$ cat src/tll_pkg.sv
// Shared types, token codes and scanner step function for the TINY lexer.
// No dependencies; used by every lexer module.
package tll_pkg;

    localparam int MAX_TOKEN_LEN_DEF = 40;
    localparam int CNT_W    = 6;
    localparam int LINE_W   = 16;
    localparam int KIND_W   = 5;
    localparam int PREFIX_N = 6;

    // Scanner states
    localparam logic [2:0] ST_START   = 3'd0;
    localparam logic [2:0] ST_ASSIGN  = 3'd1;
    localparam logic [2:0] ST_COMMENT = 3'd2;
    localparam logic [2:0] ST_NUM     = 3'd3;
    localparam logic [2:0] ST_ID      = 3'd4;

    // Token kinds
    localparam logic [4:0] KIND_ENDFILE = 5'd0;
    localparam logic [4:0] KIND_ERROR   = 5'd1;
    localparam logic [4:0] KIND_IF      = 5'd2;
    localparam logic [4:0] KIND_THEN    = 5'd3;
    localparam logic [4:0] KIND_ELSE    = 5'd4;
    localparam logic [4:0] KIND_END     = 5'd5;
    localparam logic [4:0] KIND_REPEAT  = 5'd6;
    localparam logic [4:0] KIND_UNTIL   = 5'd7;
    localparam logic [4:0] KIND_READ    = 5'd8;
    localparam logic [4:0] KIND_WRITE   = 5'd9;
    localparam logic [4:0] KIND_ID      = 5'd10;
    localparam logic [4:0] KIND_NUM     = 5'd11;
    localparam logic [4:0] KIND_ASSIGN  = 5'd12;
    localparam logic [4:0] KIND_EQ      = 5'd13;
    localparam logic [4:0] KIND_LT      = 5'd14;
    localparam logic [4:0] KIND_PLUS    = 5'd15;
    localparam logic [4:0] KIND_MINUS   = 5'd16;
    localparam logic [4:0] KIND_TIMES   = 5'd17;
    localparam logic [4:0] KIND_OVER    = 5'd18;
    localparam logic [4:0] KIND_LPAREN  = 5'd19;
    localparam logic [4:0] KIND_RPAREN  = 5'd20;
    localparam logic [4:0] KIND_SEMI    = 5'd21;

    typedef logic [PREFIX_N-1:0][7:0] prefix_t;

    typedef struct packed {
        logic [KIND_W-1:0] kind;
        logic [CNT_W-1:0]  len;
        logic [LINE_W-1:0] line;
        logic              last;
    } tok_t;

    typedef struct packed {
        logic [2:0]       state;
        logic [CNT_W-1:0] count;
        prefix_t          prefix;
    } scan_regs_t;

    typedef struct packed {
        scan_regs_t        regs;
        logic              emit;
        logic [KIND_W-1:0] kind;
        logic [CNT_W-1:0]  len;
        logic              rescan;
    } step_t;

    typedef struct packed {
        prefix_t           text;
        logic [2:0]        len;
        logic [KIND_W-1:0] kind;
    } kw_t;

    function automatic logic is_digit(input logic [7:0] c);
        return c inside {["0":"9"]};
    endfunction

    function automatic logic is_alpha(input logic [7:0] c);
        return c inside {["a":"z"], ["A":"Z"]};
    endfunction

    function automatic logic [LINE_W-1:0] sat_inc(input logic [LINE_W-1:0] v, input logic en);
        return (en && (v != {LINE_W{1'b1}})) ? v + 1'b1 : v;
    endfunction

    // Reserved word table, first character in byte 0
    function automatic kw_t kw_entry(input logic [2:0] i);
        kw_t k;
        k.text = '0;
        case (i)
            3'd0: begin
                k.text[0] = "i"; k.text[1] = "f";
                k.len = 3'd2; k.kind = KIND_IF;
            end
            3'd1: begin
                k.text[0] = "t"; k.text[1] = "h"; k.text[2] = "e"; k.text[3] = "n";
                k.len = 3'd4; k.kind = KIND_THEN;
            end
            3'd2: begin
                k.text[0] = "e"; k.text[1] = "l"; k.text[2] = "s"; k.text[3] = "e";
                k.len = 3'd4; k.kind = KIND_ELSE;
            end
            3'd3: begin
                k.text[0] = "e"; k.text[1] = "n"; k.text[2] = "d";
                k.len = 3'd3; k.kind = KIND_END;
            end
            3'd4: begin
                k.text[0] = "r"; k.text[1] = "e"; k.text[2] = "p";
                k.text[3] = "e"; k.text[4] = "a"; k.text[5] = "t";
                k.len = 3'd6; k.kind = KIND_REPEAT;
            end
            3'd5: begin
                k.text[0] = "u"; k.text[1] = "n"; k.text[2] = "t";
                k.text[3] = "i"; k.text[4] = "l";
                k.len = 3'd5; k.kind = KIND_UNTIL;
            end
            3'd6: begin
                k.text[0] = "r"; k.text[1] = "e"; k.text[2] = "a"; k.text[3] = "d";
                k.len = 3'd4; k.kind = KIND_READ;
            end
            default: begin
                k.text[0] = "w"; k.text[1] = "r"; k.text[2] = "i";
                k.text[3] = "t"; k.text[4] = "e";
                k.len = 3'd5; k.kind = KIND_WRITE;
            end
        endcase
        return k;
    endfunction

    // Identifier or reserved word, by exact length and stored prefix
    function automatic logic [KIND_W-1:0] word_kind(input prefix_t p,
                                                    input logic [CNT_W-1:0] cnt);
        logic [KIND_W-1:0] k;
        kw_t e;
        logic hit;
        k = KIND_ID;
        for (int i = 0; i < 8; i++) begin
            e = kw_entry(3'(i));
            hit = (cnt == CNT_W'(e.len));
            for (int j = 0; j < PREFIX_N; j++) begin
                if ((3'(j) < e.len) && (p[j] != e.text[j])) begin
                    hit = 1'b0;
                end
            end
            if (hit) begin
                k = e.kind;
            end
        end
        return k;
    endfunction

    function automatic logic [KIND_W-1:0] single_kind(input logic [7:0] c);
        logic [KIND_W-1:0] k;
        case (c)
            "=":     k = KIND_EQ;
            "<":     k = KIND_LT;
            "+":     k = KIND_PLUS;
            "-":     k = KIND_MINUS;
            "*":     k = KIND_TIMES;
            "/":     k = KIND_OVER;
            "(":     k = KIND_LPAREN;
            ")":     k = KIND_RPAREN;
            ";":     k = KIND_SEMI;
            default: k = KIND_ERROR;
        endcase
        return k;
    endfunction

    // Store a lexeme character, saturating the count at max_len
    function automatic scan_regs_t save_char(input scan_regs_t r, input logic [7:0] c,
                                             input logic [CNT_W-1:0] max_len);
        scan_regs_t o;
        o = r;
        if (r.count < max_len) begin
            if (r.count < CNT_W'(PREFIX_N)) begin
                o.prefix[r.count[2:0]] = c;
            end
            o.count = r.count + 1'b1;
        end
        return o;
    endfunction

    // One pass of the scanner automaton
    function automatic step_t scan_step(input scan_regs_t r, input logic [7:0] c,
                                        input logic eof, input logic [CNT_W-1:0] max_len);
        step_t s;
        s.regs   = r;
        s.emit   = 1'b0;
        s.kind   = KIND_ERROR;
        s.len    = '0;
        s.rescan = 1'b0;
        case (r.state)
            ST_START: begin
                if (eof) begin
                    s.emit = 1'b1; s.kind = KIND_ENDFILE;
                end else if (is_digit(c)) begin
                    s.regs = save_char(r, c, max_len); s.regs.state = ST_NUM;
                end else if (is_alpha(c)) begin
                    s.regs = save_char(r, c, max_len); s.regs.state = ST_ID;
                end else if (c == ":") begin
                    s.regs = save_char(r, c, max_len); s.regs.state = ST_ASSIGN;
                end else if (c inside {" ", "\t", "\n"}) begin
                    s.regs = r;
                end else if (c == "{") begin
                    s.regs.state = ST_COMMENT;
                end else begin
                    s.regs = save_char(r, c, max_len);
                    s.emit = 1'b1; s.kind = single_kind(c);
                end
            end
            ST_COMMENT: begin
                if (eof) begin
                    s.emit = 1'b1; s.kind = KIND_ENDFILE;
                end else if (c == "}") begin
                    s.regs.state = ST_START;
                end
            end
            ST_ASSIGN: begin
                s.emit = 1'b1;
                if (!eof && (c == "=")) begin
                    s.regs = save_char(r, c, max_len); s.kind = KIND_ASSIGN;
                end else begin
                    s.kind = KIND_ERROR; s.rescan = 1'b1;
                end
            end
            ST_NUM: begin
                if (!eof && is_digit(c)) begin
                    s.regs = save_char(r, c, max_len);
                end else begin
                    s.emit = 1'b1; s.kind = KIND_NUM; s.rescan = 1'b1;
                end
            end
            ST_ID: begin
                if (!eof && is_alpha(c)) begin
                    s.regs = save_char(r, c, max_len);
                end else begin
                    s.emit = 1'b1; s.kind = word_kind(r.prefix, r.count); s.rescan = 1'b1;
                end
            end
            default: begin
                s.regs.state = ST_START;
                s.regs.count = '0;
            end
        endcase
        // Emit closes the lexeme and returns to start
        if (s.emit) begin
            s.len        = s.regs.count;
            s.regs.count = '0;
            s.regs.state = ST_START;
        end
        return s;
    endfunction

endpackage

$ cat src/tll_scan.sv
// Scanner core: state registers, line counter and up to two tokens per character.
// Depends on tll_pkg.
module tll_scan #(
    parameter int MAX_TOKEN_LEN = tll_pkg::MAX_TOKEN_LEN_DEF
) (
    input  logic          aclk,
    input  logic          aresetn,
    input  logic          in_fire,
    input  logic [7:0]    char_in,
    input  logic          end_mark,
    output logic [1:0]    push_n,
    output tll_pkg::tok_t tok_a,
    output tll_pkg::tok_t tok_b
);
    import tll_pkg::*;

    localparam logic [CNT_W-1:0] MAX_LEN = CNT_W'(MAX_TOKEN_LEN);

    logic [2:0]        state_reg, state_next;
    logic [CNT_W-1:0]  count_reg, count_next;
    prefix_t           prefix_reg, prefix_next;
    logic [LINE_W-1:0] line_reg, line_next;
    logic              started_reg, pend_reg;

    scan_regs_t        cur;
    step_t             s1, s2;
    logic [LINE_W-1:0] line1, line2;
    logic              e2;
    tok_t              t1, t2;

    // Run the first pass, then a re-scan from start when the token was terminated
    always_comb begin
        cur.state  = state_reg;
        cur.count  = count_reg;
        cur.prefix = prefix_reg;
        line1 = sat_inc(line_reg, started_reg && (end_mark || pend_reg));
        s1    = scan_step(cur, char_in, end_mark, MAX_LEN);
        line2 = sat_inc(line1, s1.rescan && end_mark);
        s2    = scan_step(s1.regs, char_in, end_mark, MAX_LEN);
        e2    = s1.rescan && s2.emit;

        state_next  = s1.rescan ? s2.regs.state  : s1.regs.state;
        count_next  = s1.rescan ? s2.regs.count  : s1.regs.count;
        prefix_next = s1.rescan ? s2.regs.prefix : s1.regs.prefix;
        line_next   = s1.rescan ? line2 : line1;

        t1 = '{kind: s1.kind, len: s1.len, line: line1, last: 1'b0};
        t2 = '{kind: s2.kind, len: s2.len, line: line2, last: 1'b1};
    end

    // Order the tokens and mark the final one
    always_comb begin
        tok_a = t1;
        tok_b = t2;
        if (s1.emit && e2) begin
            push_n = 2'd2;
        end else if (s1.emit) begin
            push_n     = 2'd1;
            tok_a.last = 1'b1;
        end else if (e2) begin
            push_n = 2'd1;
            tok_a  = t2;
        end else begin
            push_n = 2'd0;
        end
    end

    // Advance control state on each accepted transaction
    always_ff @(posedge aclk) begin
        if (!aresetn) begin
            state_reg   <= ST_START;
            count_reg   <= '0;
            line_reg    <= LINE_W'(1);
            started_reg <= 1'b0;
            pend_reg    <= 1'b0;
        end else if (in_fire) begin
            state_reg   <= state_next;
            count_reg   <= count_next;
            line_reg    <= line_next;
            started_reg <= 1'b1;
            pend_reg    <= !end_mark && (char_in == "\n");
        end
    end

    // Hold the stored word prefix; only entries below the count are read
    always_ff @(posedge aclk) begin
        if (in_fire) begin
            prefix_reg <= prefix_next;
        end
    end

endmodule

$ cat src/tll_out_buf.sv
// Two-entry result register that parts the scanner from the output stream.
// Depends on tll_pkg.
module tll_out_buf (
    input  logic                        aclk,
    input  logic                        aresetn,
    input  logic                        push,
    input  logic [1:0]                  push_n,
    input  tll_pkg::tok_t               tok_a,
    input  tll_pkg::tok_t               tok_b,
    output logic                        can_push,
    output logic                        out_valid,
    input  logic                        out_ready,
    output tll_pkg::tok_t               out_tok
);
    import tll_pkg::*;

    tok_t q0_reg, q0_next, q1_reg, q1_next;
    logic v0_reg, v0_next, v1_reg, v1_next;
    logic pop;

    assign pop       = v0_reg && out_ready;
    // Room for two tokens once the head leaves
    assign can_push  = !v0_reg || (!v1_reg && out_ready);
    assign out_valid = v0_reg;
    assign out_tok   = q0_reg;

    // Drop the popped head, then append new tokens behind what stays
    always_comb begin
        if (pop) begin
            q0_next = q1_reg; v0_next = v1_reg;
            q1_next = q1_reg; v1_next = 1'b0;
        end else begin
            q0_next = q0_reg; v0_next = v0_reg;
            q1_next = q1_reg; v1_next = v1_reg;
        end
        if (push && (push_n != 2'd0)) begin
            if (!v0_next) begin
                q0_next = tok_a; v0_next = 1'b1;
                if (push_n == 2'd2) begin
                    q1_next = tok_b; v1_next = 1'b1;
                end
            end else begin
                q1_next = tok_a; v1_next = 1'b1;
            end
        end
    end

    always_ff @(posedge aclk) begin
        if (!aresetn) begin
            v0_reg <= 1'b0;
            v1_reg <= 1'b0;
        end else begin
            v0_reg <= v0_next;
            v1_reg <= v1_next;
        end
    end

    always_ff @(posedge aclk) begin
        q0_reg <= q0_next;
        q1_reg <= q1_next;
    end

endmodule

$ cat src/tiny_language_lexer.sv
// Top level of the TINY lexer: stream ports, scanner core and result register.
// Depends on tll_pkg, tll_scan and tll_out_buf.
//
//  channel | dir | tdata                           | tuser    | tlast
//  s_axis  | in  | char_in[7:0]                    | end_mark | -
//  m_axis  | out | kind[4:0] len[10:5] line[26:11] | -        | last_of_run
//
// A character is taken every cycle while s_axis_tready is high; its tokens sit in the result register the next cycle.
// A character that finishes two tokens fills both entries of the result register and
// holds s_axis_tready low until the first of them leaves.
// A stall on m_axis while a token waits holds s_axis_tready low until that token leaves.
// Reset (aresetn low, synchronous) returns to start state, line one, empty register.
module tiny_language_lexer #(
    parameter int MAX_TOKEN_LEN = tll_pkg::MAX_TOKEN_LEN_DEF
) (
    input  logic        aclk,
    input  logic        aresetn,
    input  logic        s_axis_tvalid,
    output logic        s_axis_tready,
    input  logic [7:0]  s_axis_tdata,   // [7:0] char_in
    input  logic        s_axis_tuser,   // [0] end_mark
    output logic        m_axis_tvalid,
    input  logic        m_axis_tready,
    output logic [31:0] m_axis_tdata,   // [4:0] token_kind, [10:5] token_length,
                                        // [26:11] line_number, [31:27] zero
    output logic        m_axis_tlast    // last_of_run
);
    import tll_pkg::*;

    logic       in_fire;
    logic       can_push;
    logic [1:0] push_n;
    tok_t       tok_a, tok_b, out_tok;

    assign s_axis_tready = can_push;
    assign in_fire       = s_axis_tvalid && can_push;

    tll_scan #(
        .MAX_TOKEN_LEN(MAX_TOKEN_LEN)
    ) u_scan (
        .aclk     (aclk),
        .aresetn  (aresetn),
        .in_fire  (in_fire),
        .char_in  (s_axis_tdata),
        .end_mark (s_axis_tuser),
        .push_n   (push_n),
        .tok_a    (tok_a),
        .tok_b    (tok_b)
    );

    tll_out_buf u_out (
        .aclk      (aclk),
        .aresetn   (aresetn),
        .push      (in_fire),
        .push_n    (push_n),
        .tok_a     (tok_a),
        .tok_b     (tok_b),
        .can_push  (can_push),
        .out_valid (m_axis_tvalid),
        .out_ready (m_axis_tready),
        .out_tok   (out_tok)
    );

    // Pack the result transaction
    assign m_axis_tdata = {5'd0, out_tok.line, out_tok.len, out_tok.kind};
    assign m_axis_tlast = out_tok.last;

endmodule

$ cat config.mk
export PLATFORM = sky130hd
export DESIGN_NAME = tiny_language_lexer
export DESIGN_NICKNAME = d
export VERILOG_FILES = /design/src/tll_pkg.sv /design/src/tll_scan.sv /design/src/tll_out_buf.sv /design/src/tiny_language_lexer.sv
export SDC_FILE = /design/constraint.sdc
export NUM_CORES = 1
export LEC_CHECK = 0
export BUFFER_PORTS_ARGS = -buffer_cell sky130_fd_sc_hd__buf_2
export CORE_UTILIZATION = 39
export CTS_BUF_LIST = sky130_fd_sc_hd__clkbuf_4
export DETAILED_ROUTE_END_ITERATION = 10
export GPL_TIMING_DRIVEN = 1
export PLACE_DENSITY = 0.65
export SYNTH_ARGS = -nofsm -noshare
export SYNTH_HDL_FRONTEND = slang
export SYNTH_HIERARCHICAL = 1
export SYNTH_SLANG_ARGS = --single-unit
$ cat constraint.sdc
create_clock -name aclk -period 5.34 [get_ports aclk]
set_input_delay 1.068 -clock aclk [delete_from_list [all_inputs] [get_ports aclk]]
set_output_delay 1.068 -clock aclk [all_outputs]
set_load 0.005 [all_outputs]
Word level (Yosys, flattened, before mapping)
Index checks and enable logic that the tools add are counted.
Widths: inputs -> output; s select.

word-level totals
  word-level logic and storage cells = 661
  register bits after elaboration = 133
  input bits = 13
  output and inout bits = 35

cells by class
  add/sub/neg operators = 4
  $lt $le $gt $ge = 110
  equality and inequality tests = 120
  reduce and logical (&&, ||, !) cells = 129
  multiplexer cells = 277

operators by type and width
  kind                count
  $mux 57             14
  $ne 8x8->1          78
  $mux 60             8
  $mux 48             9
  $mux 54             8
  $pmux 48 s4         2
  $mux 40             9
  $mux 28             7
  $mux 56             3
  $mux 24             6
  $mux 1              139
  $pmux 6 s5          4
  $logic_and 1x1->1   115
  $mux 6              17
  $bwmux 48           2
  $eq 6x3->1          16
  $lt 1x3->1 const A  32
  $lt 2x3->1 const A  32
  $lt 3x3->1 const A  32
  $mux 16             6
  $mux 32             3
  $eq 8x6->1 const B  11
  $mux 5              16
  $demux 8 s3         2
  other kinds (33)    69

Logic depth before layout (Yosys ltp)
Gate-level depths: netlist of the first run.

  depth after elaboration = 57
  depth in mapped cells = 15
  gate-level depth less buffers = 14

Cells and area by module
The synthesis of the first run kept the hierarchy.

modules (own cells, without submodules)
  module               instances  cells each  seq. area each (sq um)  area each (sq um)
  tll_scan             1          732         1,981.9                 6,274.8
  tll_out_buf          1          163         1,441.4                 2,611.3
  tiny_language_lexer  1          7           0.0                     47.5

Worst setup path before layout of the first run
Ideal clock, no wire load.

  path type = input-to-reg
  start = in m_axis_tready
  end = reg u_out/q1_reg[0] in the netlist's numbering (enable)
  data arrival time = 4.751 ns
  setup time = 0.422 ns
  buffers on the path = 1
  path slack = 0.166 ns
  cell stages on the path = 6
  required time = 4.918 ns
  path through = nor2b_1 -> nand2b_1 -> buf_4 -> and2_1 -> o21ai_0 -> a21oi_1

between the ends
  word-level cells in the longest chain between the ends = 5
  elaborated cells on any way between the ends = 8
  classes of those cells = mux: 1; reduce/logical: 7

RTL lines
  what                               line                       source
  start: declaration                 tiny_language_lexer.sv:23  input logic m_axis_tready,
  $logic_and 1x1->1                  tll_out_buf.sv:23          assign can_push = !v0_reg || (!v1_reg && out_ready);
  $logic_or 1x1->1                   tll_out_buf.sv:23
  net s_axis_tready                  tiny_language_lexer.sv:19  output logic s_axis_tready,
  $logic_and 1x1->1                  tiny_language_lexer.sv:36  assign in_fire = s_axis_tvalid && can_push;
  net in_fire                        tiny_language_lexer.sv:30  logic in_fire;
  $logic_and 1x1->1                  tll_out_buf.sv:36          if (push && (push_n != 2'd0)) begin
  $reduce_and 2->1 (no source line)  --
  end signal: assignment             tll_out_buf.sv:60          q1_reg <= q1_next;
  end: declaration                   tll_out_buf.sv:17          tok_t q0_reg, q0_next, q1_reg, q1_next;

The timed path passes the listed nets, and every way through them passes these cells.
A chain may end at the register's enable or synchronous reset.

==> results.json, run 1 <==
{
  "outcome": "complete, no violations",
  "synthesis.instances": 902,
  "synth_edf_count": 76,
  "syn_to_final_growth_pct": 7.13,
  "hold_ws_ps": 552,
  "clock_path_buffers": 2,
  "drive_gt1_share_pct": 26.3,
  "fmax_mhz": 232,
  "cp.required_ps": 5660,
  "drc": 0,
  "cts_resized": 0,
  "cts_hold_buf": 0,
  "seqPwrFrac_pct": 50.5,
  "finalSetupTns_ps": 0,
  "p_sw_uw": 800,
  "global_route.peak_usage_layer": "met2",
  "drtPass1Iterations": 5,
  "fin_nets": 935,
  "place_ws_ps": 652,
  "gp_congestion": 1.00,
  "criticalPathCategory": "reg2reg",
  "detailed_place_hpwl_um": 16700,
  "slew_headroom_pct": 18.0,
  "cp-start-kind": "flip-flop",
  "start_util_pct": 39.6,
  "rsz0062_at_grt": "false",
  "fp.dieW_um": 153,
  "synthTopCellsByCount": "mux2_2, nand2_1, edfxtp_1, nor2_1, dfxtp_1",
  "yosysTopAreaCellShare_pct": 25.5,
  "met3_usage_pct": 3.49,
  "synth_area_per_cell_um2": 9.90,
  "synth.most_common_cell": "mux2_2",
  "drt-total-wl_um": 23000,
  "p_comb_share_pct": 21.4,
  "async_flop_share_pct": 0,
  "power_frac_clock_pct": 28.1,
  "switching_share_pct": 31.1,
  "yosys-top-cells-area": "edfxtp_1, dfxtp_1, mux2_2, nand2_1, mux2_4",
  "vias": 7088,
  "p_per_area_mw_per_mm2": 269,
  "finClkSkew_ps": 26.3,
  "power.leakage_nw": 3.51,
  "post_cts_buffers": 0,
  "path_clk_slew_ps": 140,
  "cap_violations": 0,
  "cts_tree": "done",
  "hold_path_class": "reg2reg",
  "largest_register_ffs": 48,
  "ir_worst_vdd_uv": 193,
  "total_power_mw": 2.57,
  "grt_pass1_wl_um": 36600,
  "critPathCaptureType": "flip-flop",
  "clkSinkCount": 133,
  "synth_largest_area_cell": "edfxtp_1",
  "ios": 48,
  "hold_violations": 0,
  "worstPathArrival_ps": 4630,
  "grt_pass1_vias": 6590,
  "core-area_mm2": 0.0226,
  "cp_max_fo": 10,
  "worst_slew_pin_slew_ps": 1210,
  "synth_seq_area_share_pct": 38.3,
  "ys_warn_count": 6,
  "fin_util_pct": 42.4,
  "intPower_mw": 1.77,
  "cts_made_buffers": 17,
  "use_met2_pct": 30.2,
  "dieArea_mm2": 0.0235,
  "final.min_clock_period_ps": 4320,
  "grt_usage_pct": 19.8,
  "io_buffers": 42,
  "ys_ff_latch": 133,
  "antenna_found_initial": 1,
  "dieHeight_um": 153,
  "post_drt_wl_per_cell_um": 19.0,
  "num_rows": 55,
  "cts_root_buffer": "clkbuf_4",
  "clock_latency_ps": 550,
  "htree_num_levels": 4,
  "drt_iter0_drc": 572,
  "syn_area_mm2": 0.00893,
  "synth_cell_type_count": 97,
  "gr-total-overflow": 0,
  "synth_ff_type": "edfxtp_1",
  "met1_usage_pct": 29.1,
  "finalSetupViolCount": 0,
  "slew_violations": 0,
  "ant_nets": 0,
  "fin_crit_sh_pct": 80.8,
  "grt_start_max_net_pins": 37,
  "setup_ws_ps": 1020,
  "drt-vias-per-instance": 5.84
}
==> final cells by class <==
class / count / area, um^2
Timing Repair Buffer: 50 / 283
Tap cell: 285 / 357
Inverter: 29 / 109
Multi-Input combinational cell: 683 / 5100
Clock buffer: 17 / 128
Clock inverter: 15 / 166
Antenna cell: 1 / 2.50
Sequential cell: 133 / 3420
Fill cell: 2187 / 13000
==> cells in the final DEF, fill, tap and decap left out, drive strengths merged, types with 5 or more instances in the layout <==
cell	instances
a21oi	31
dfxtp	57
nor4	14
nand2	78
or3	8
o21a	6
nor3	25
mux2i	16
o21ai	53
and2	12
nand4	16
o22ai	5
and3	7
nand3b	6
inv	36
a311oi	6
nor2b	14
nand2b	14
o221ai	5
a31oi	20
edfxtp	76
a21boi	5
o211ai	9
conb	6
o31ai	8
ha	8
or2	5
or4	5
nand3	38
buf	50
clkbuf	17
mux2	114
xnor2	25
xor2	9
nand4b	6
nor2	58
==> kinds of logic after synthesis <==
group	count (synthesis)	share of synthesized area, %
AND/OR/NAND/NOR	325	20.5
adder cells (fa/ha/maj)	8	1.12
XOR/XNOR	34	3.59
AO/OA/AOI/OAI	180	14.6
multiplexers	130	16.9
buffers and inverters	90	4.92
flip-flops	133	38.3
other	2	0.0841
==> worst max-delay path, cell delays in order (launching register included) <==
cell	delay (ps)
dfxtp_1	540
ha_1	350
nand3_2	240
nor3_4	340
a31oi_2	320
xor2_1	320
ha_1	220
inv_1	60
a211oi_2	460
and3_1	320
nand3_2	140
nor4_2	260
xnor2_1	180
inv_1	60
mux2_2	260
==> power by group through the flow <==
stage | clock network [mW] | registers (mW) | logic [mW]
2_1_floorplan | 0 | 1.29 | 0.410
3_3_place_gp | 0 | 1.32 | 0.542
3_5_place_dp | 0 | 1.32 | 0.548
4_1_cts | 0.750 | 1.30 | 0.551
5_1_grt | 0.792 | 1.31 | 0.599
6_report | 0.722 | 1.30 | 0.550
==> worst paths after layout <==
kind	endpoint	startpoint	slack, ps	cells after the start
worst min-delay path	u_scan/pend_reg	u_scan/pend_reg	550	2
worst min register to register	u_scan/pend_reg	u_scan/pend_reg	550	2
worst max register to register	u_out/q1_reg[13]	u_scan/line_reg[0]	1020	14
worst max-delay path	u_out/q1_reg[13]	u_scan/line_reg[0]	1020	14
==> routing by layer <==
metal | wire, um | part of all wire [%]
met5 | 0 | 0
met4 | 182 | 0.79
met3 | 1220 | 5.3
met2 | 10300 | 45
met1 | 11400 | 49
==> metrics by stage <==
step           cell area [um^2]  cells
2_1_floorplan              8950    906
3_3_place_gp               9270   1180
3_5_place_dp               9270   1180
4_1_cts                    9570   1212
5_1_grt                    9570   1213
6_report                   9570   1213
(Power assumes the default switching activity.)
==> run 2: changes to the inputs <==
- clock period: 5.34 -> 3.85 ns (I/O delays scaled with it)
==> run 2 against run 1 <==
- clock skew shrank 8.3 ps
- highest routed layer unchanged
- setup slack worse by 710 ps
- total power increased by 41%
- critical endpoint is now u_out/q1_reg[26]
- critical path depth down 4
- design area is 7.5% higher
- clock power is 38% higher
- core utilization rose by 3.2 points
- routed wire length is 0.44% higher
- non-clock buffer count increased by 90
- via count rose by 3.3%
- final cell count grew 7.4%
==> results.json, run 2 (synthesis results as in run 1) <==
{
  "hold_path_class": "reg2reg",
  "p_comb_share_pct": 23.0,
  "cts_resized": 0,
  "vias": 7324,
  "switching_share_pct": 30.6,
  "syn_to_final_growth_pct": 15.2,
  "drt-total-wl_um": 23100,
  "seqPwrFrac_pct": 49.4,
  "finClkSkew_ps": 18.1,
  "grt_pass1_vias": 7031,
  "power.leakage_nw": 3.97,
  "total_power_mw": 3.62,
  "outcome": "complete, no violations",
  "place_ws_ps": -271,
  "drive_gt1_share_pct": 32.9,
  "cp.required_ps": 4030,
  "ant_nets": 0,
  "fin_util_pct": 45.6,
  "io_buffers": 42,
  "cp-start-kind": "primary input",
  "grt_pass1_wl_um": 37800,
  "drc": 0,
  "cts_root_buffer": "clkbuf_4",
  "ir_worst_vdd_uv": 200,
  "p_per_area_mw_per_mm2": 352,
  "clock_latency_ps": 560,
  "layout.cells.non_filler": 1303,
  "fp.dieW_um": 153,
  "rsz0062_at_grt": "false",
  "p_sw_mw": 1.11,
  "power_frac_clock_pct": 27.5,
  "fin_crit_sh_pct": 91.8,
  "final_common_cell": "mux2_2",
  "cap_violations": 0,
  "clkSinkCount": 133,
  "gr-total-overflow": 0,
  "met3_usage_pct": 3.80,
  "worstPathArrival_ps": 3710,
  "grt_usage_pct": 20.2,
  "clock_path_buffers": 2,
  "fmax_mhz": 283,
  "gp_congestion": 0.912,
  "final_cell_area_mm2": 0.0103,
  "dieArea_mm2": 0.0235,
  "use_met2_pct": 31.1,
  "worst_slew_pin_slew_ps": 1020,
  "regToRegSetupSlack_ps": 350,
  "core-area_mm2": 0.0226,
  "cts_made_buffers": 17,
  "ios": 48,
  "detailed_place_hpwl_um": 17600,
  "multi_input_area_mm2": 0.00511,
  "slew_violations": 0,
  "antenna_found_initial": 1,
  "post_drt_wl_per_cell_um": 17.8,
  "drtPass1Iterations": 6,
  "cts_tree": "done",
  "fin_nets": 1025,
  "final.min_clock_period_ps": 3530,
  "start_util_pct": 39.6,
  "grt_start_max_net_pins": 54,
  "slowest_stage": "a21oi_4",
  "num_rows": 55,
  "dpl-instance-area_mm2": 0.00999,
  "worstPathCellList": "buf_2 > or4_4 > o221ai_4 > a21boi_0 > a41oi_1 > o21ai_2 > nor2_1 > ha_1 > buf_4 > a21oi_4",
  "crit_path_max_incr_delay_ps": 790,
  "finalSetupViolCount": 0,
  "slew_headroom_pct": 31.8,
  "critPathCaptureType": "flip-flop",
  "final-seq-area_mm2": 0.00342,
  "fillers": 2191,
  "criticalPathCategory": "in2reg",
  "hold_violations": 0,
  "htree_num_levels": 4,
  "drt_iter0_drc": 544,
  "met1_usage_pct": 29.0,
  "drt-vias-per-instance": 5.62,
  "cts_hold_buf": 0,
  "hold_ws_ps": 555,
  "global_route.peak_usage_layer": "met2",
  "dp.cells": 1270,
  "largest_register_ffs": 48,
  "cp_max_fo": 28,
  "post_cts_buffers": 0,
  "mostFrequentLayoutCells": "mux2_2, buf_4, nand2_1, edfxtp_1, nor2_1",
  "finalSetupTns_ps": 0,
  "cpLargestDelayFamily": "compound AO/OA/AOI/OAI gates",
  "intPower_mw": 2.51,
  "dieHeight_um": 153,
  "worst-path-buf-inv": 2,
  "path_clk_slew_ps": 130,
  "setup_ws_ps": 317
}
[run 2: cell count changes in the layout (fill, tap and decap cells not counted), sizes merged]
cell and delta:
buf +90, clkinv +2, clkinvlp -1, inv -1
[run 2: final cells by class]
| class | instances | share of cell area, % |
|---|---|---|
| multi-input cells | 683 | 49.6 |
| diodes | 1 | 0.0243 |
| repair buffers | 140 | 9.68 |
| clock buffers | 17 | 1.24 |
| well taps | 285 | 3.47 |
| clock inverters | 15 | 1.64 |
| inverters | 29 | 1.06 |
| flip-flops and latches | 133 | 33.3 |
[run 2: worst paths after layout]
| check | from | endpoint | cells after the start |
|---|---|---|---|
| hold / removal | u_scan/pend_reg | u_scan/pend_reg | 2 |
| hold reg to reg | u_scan/pend_reg | u_scan/pend_reg | 2 |
| setup reg to reg | u_scan/line_reg[0] | u_out/q1_reg[2] | 12 |
| setup / recovery | s_axis_tdata[1] | u_out/q1_reg[26] | 10 |
[run 2: per-layer routing]
layer / up-vias / wire length (um)
li1: 3564 / -
met3: 17 / 1200
met5: - / 0
met4: 0 / 269
met1: 3539 / 11500
met2: 204 / 10100
[run 2: worst min-delay path, stage by stage, from the launching register on]
cell	delay [ps]
dfxtp_1	370
nand2b_1	80
a21boi_0	70
[run 2: power groups by stage]
| stage | Clock [mW] | Combinational, mW | Sequential [mW] |
|---|---|---|---|
| floorplan | 0 | 0.573 | 1.79 |
| global placement | 0 | 0.819 | 1.82 |
| detailed placement | 0 | 0.835 | 1.82 |
| CTS | 1.04 | 0.838 | 1.79 |
| global route | 1.09 | 0.912 | 1.81 |
| finish | 0.997 | 0.833 | 1.79 |
==> run 3: changes to the inputs <==
- RECOVER_POWER: unset -> 100
==> run 3 against run 2 <==
- setup slack got worse by 89 ps
- sequential power barely moved
- core utilization fell by 0.68 points
- via count grew 0.30%
- largest cell class unchanged
- global-route usage unchanged
- largest power group unchanged
- sequential share of layout area rose by 0.50 points
- fmax down 2.5%
- register-to-register slack got worse by 50 ps
==> results.json, run 3 (synthesis results as in run 1) <==
{
  "outcome": "complete, no violations",
  "slowest_stage": "or4_1",
  "fillers": 2221,
  "mostFrequentLayoutCells": "mux2_2, buf_4, nand2_1, edfxtp_1, nor2_1",
  "gr-total-overflow": 0,
  "worstPathArrival_ps": 4080,
  "grt_usage_pct": 20.2,
  "critPathCaptureType": "flip-flop",
  "post_drt_wl_per_cell_um": 17.8,
  "clock_latency_ps": 560,
  "cap_violations": 0,
  "ios": 48,
  "gp_congestion": 0.912,
  "hold_ws_ps": 544,
  "worst_slew_pin_slew_ps": 1340,
  "ir_worst_vdd_uv": 201,
  "hold_violations": 0,
  "place_ws_ps": -271,
  "slew_violations": 0,
  "intPower_mw": 2.47,
  "cpMostUsedCell": "clkbuf_1",
  "cts_hold_buf": 0,
  "criticalPathCategory": "in2reg",
  "grt_start_max_net_pins": 54,
  "clock_path_buffers": 2,
  "fmax_mhz": 276,
  "multi_input_area_mm2": 0.00505,
  "grt_pass1_wl_um": 37800,
  "finalSetupViolCount": 0,
  "fp.dieW_um": 153,
  "vias": 7346,
  "slew_headroom_pct": 10.9,
  "drc": 0,
  "ant_nets": 0,
  "drtPass1Iterations": 7,
  "worstPathCellList": "clkbuf_1 > buf_4 > xor2_1 > and4_1 > or4_1 > o21a_2 > inv_2 > clkbuf_1 > ha_1 > clkbuf_1 > o21a_1 > o21ai_4 > clkbuf_2 > mux2_2",
  "final.min_clock_period_ps": 3620,
  "fin_nets": 1025,
  "power.leakage_nw": 3.85,
  "p_per_area_mw_per_mm2": 353,
  "drt_iter0_drc": 564,
  "detailed_place_hpwl_um": 17600,
  "num_rows": 55,
  "rsz0062_at_grt": "false",
  "cts_root_buffer": "clkbuf_4",
  "crit_path_max_incr_delay_ps": 430,
  "power_frac_clock_pct": 27.9,
  "cpLargestDelayFamily": "buffers and inverters",
  "p_comb_share_pct": 22.1,
  "io_buffers": 42,
  "core-area_mm2": 0.0226,
  "cts_made_buffers": 17,
  "finClkSkew_ps": 17.9,
  "setup_ws_ps": 229,
  "dieArea_mm2": 0.0235,
  "total_power_mw": 3.58,
  "hold_path_class": "reg2reg",
  "syn_to_final_growth_pct": 13.5,
  "start_util_pct": 39.6,
  "final-seq-area_mm2": 0.00342,
  "post_cts_buffers": 0,
  "p_sw_mw": 1.11,
  "dieHeight_um": 153,
  "largest_register_ffs": 48,
  "path_clk_slew_ps": 130,
  "grt_pass1_vias": 7031,
  "cp.required_ps": 4310,
  "drive_gt1_share_pct": 29.2,
  "cts_tree": "done",
  "htree_num_levels": 4,
  "clkSinkCount": 133,
  "switching_share_pct": 30.9,
  "antenna_found_initial": 1,
  "cp-start-kind": "primary input",
  "fin_crit_sh_pct": 94.1,
  "final_common_cell": "mux2_2",
  "cp_max_fo": 20,
  "finalSetupTns_ps": 0,
  "cts_resized": 0,
  "worst-path-buf-inv": 6,
  "drt-vias-per-instance": 5.64,
  "drt-total-wl_um": 23200,
  "seqPwrFrac_pct": 50.0
}
[run 3: cell types whose count changed in the layout (fill, tap and decap cells not counted), moves of 2 or more]
cell	before	now
and2_0	0	5
and2_1	11	7
buf_12	4	2
buf_2	42	29
buf_4	94	79
clkbuf_1	0	24
clkbuf_2	0	5
mux2_1	0	6
mux2_4	18	13
nor4_1	9	12
nor4_2	4	1
[run 3: worst register-to-register path: cells and delay by family, from the launching register on]
kind / cells / cell delay, ps
simple gates: 3 / 470
buf+inv: 1 / 70
compound gates: 3 / 920
mux: 3 / 1030
fa+ha+maj: 2 / 490
flops: 1 / 340
[run 3: path summary, 6_finish.rpt]
kind         slack [ps]  cells past startpoint            endpoint          startpoint
min                 540                      1  u_scan/started_reg  u_scan/started_reg
min reg2reg         540                      1  u_scan/started_reg  u_scan/started_reg
max reg2reg         300                     12     u_out/q1_reg[2]  u_scan/line_reg[0]
max                 230                     14   u_out/out_tok[11]     s_axis_tdata[1]
[run 3: cell type report]
cell class | instances | share of cell area, %
Clock inverter | 15 | 1.67
Multi-Input combinational cell | 683 | 49.8
Tap cell | 285 | 3.52
Inverter | 29 | 1.07
Clock buffer | 17 | 1.26
Timing Repair Buffer | 140 | 8.89
Antenna cell | 1 | 0.0247
Sequential cell | 133 | 33.8
[run 3: stage by stage]
step / utilization, % / instances / instance area, um^2
6_report: 44.9 / 1303 / 10100
2_1_floorplan: - / 906 / 8960
4_1_cts: 45.6 / 1302 / 10300
5_1_grt: 44.9 / 1303 / 10100
3_3_place_gp: 44.3 / 1270 / 9990
3_5_place_dp: 44.3 / 1270 / 9990
[run 3: routing by layer]
metal / up-vias / global-route usage [%] / share of wire (%)
met4: 0 / 5.05 / 1.1
met1: 3537 / 29.0 / 49
met5: - / 0 / 0
li1: 3566 / - / -
met3: 18 / 3.80 / 5.7
met2: 225 / 31.1 / 44
[run 3: power by group through the flow]
stage	sequential, mW	clock, mW	combinational (mW)
detailed placement	1.82	0	0.835
global placement	1.82	0	0.819
CTS	1.79	1.04	0.838
global route	1.81	1.09	0.869
floorplan	1.79	0	0.573
finish	1.79	0.998	0.792
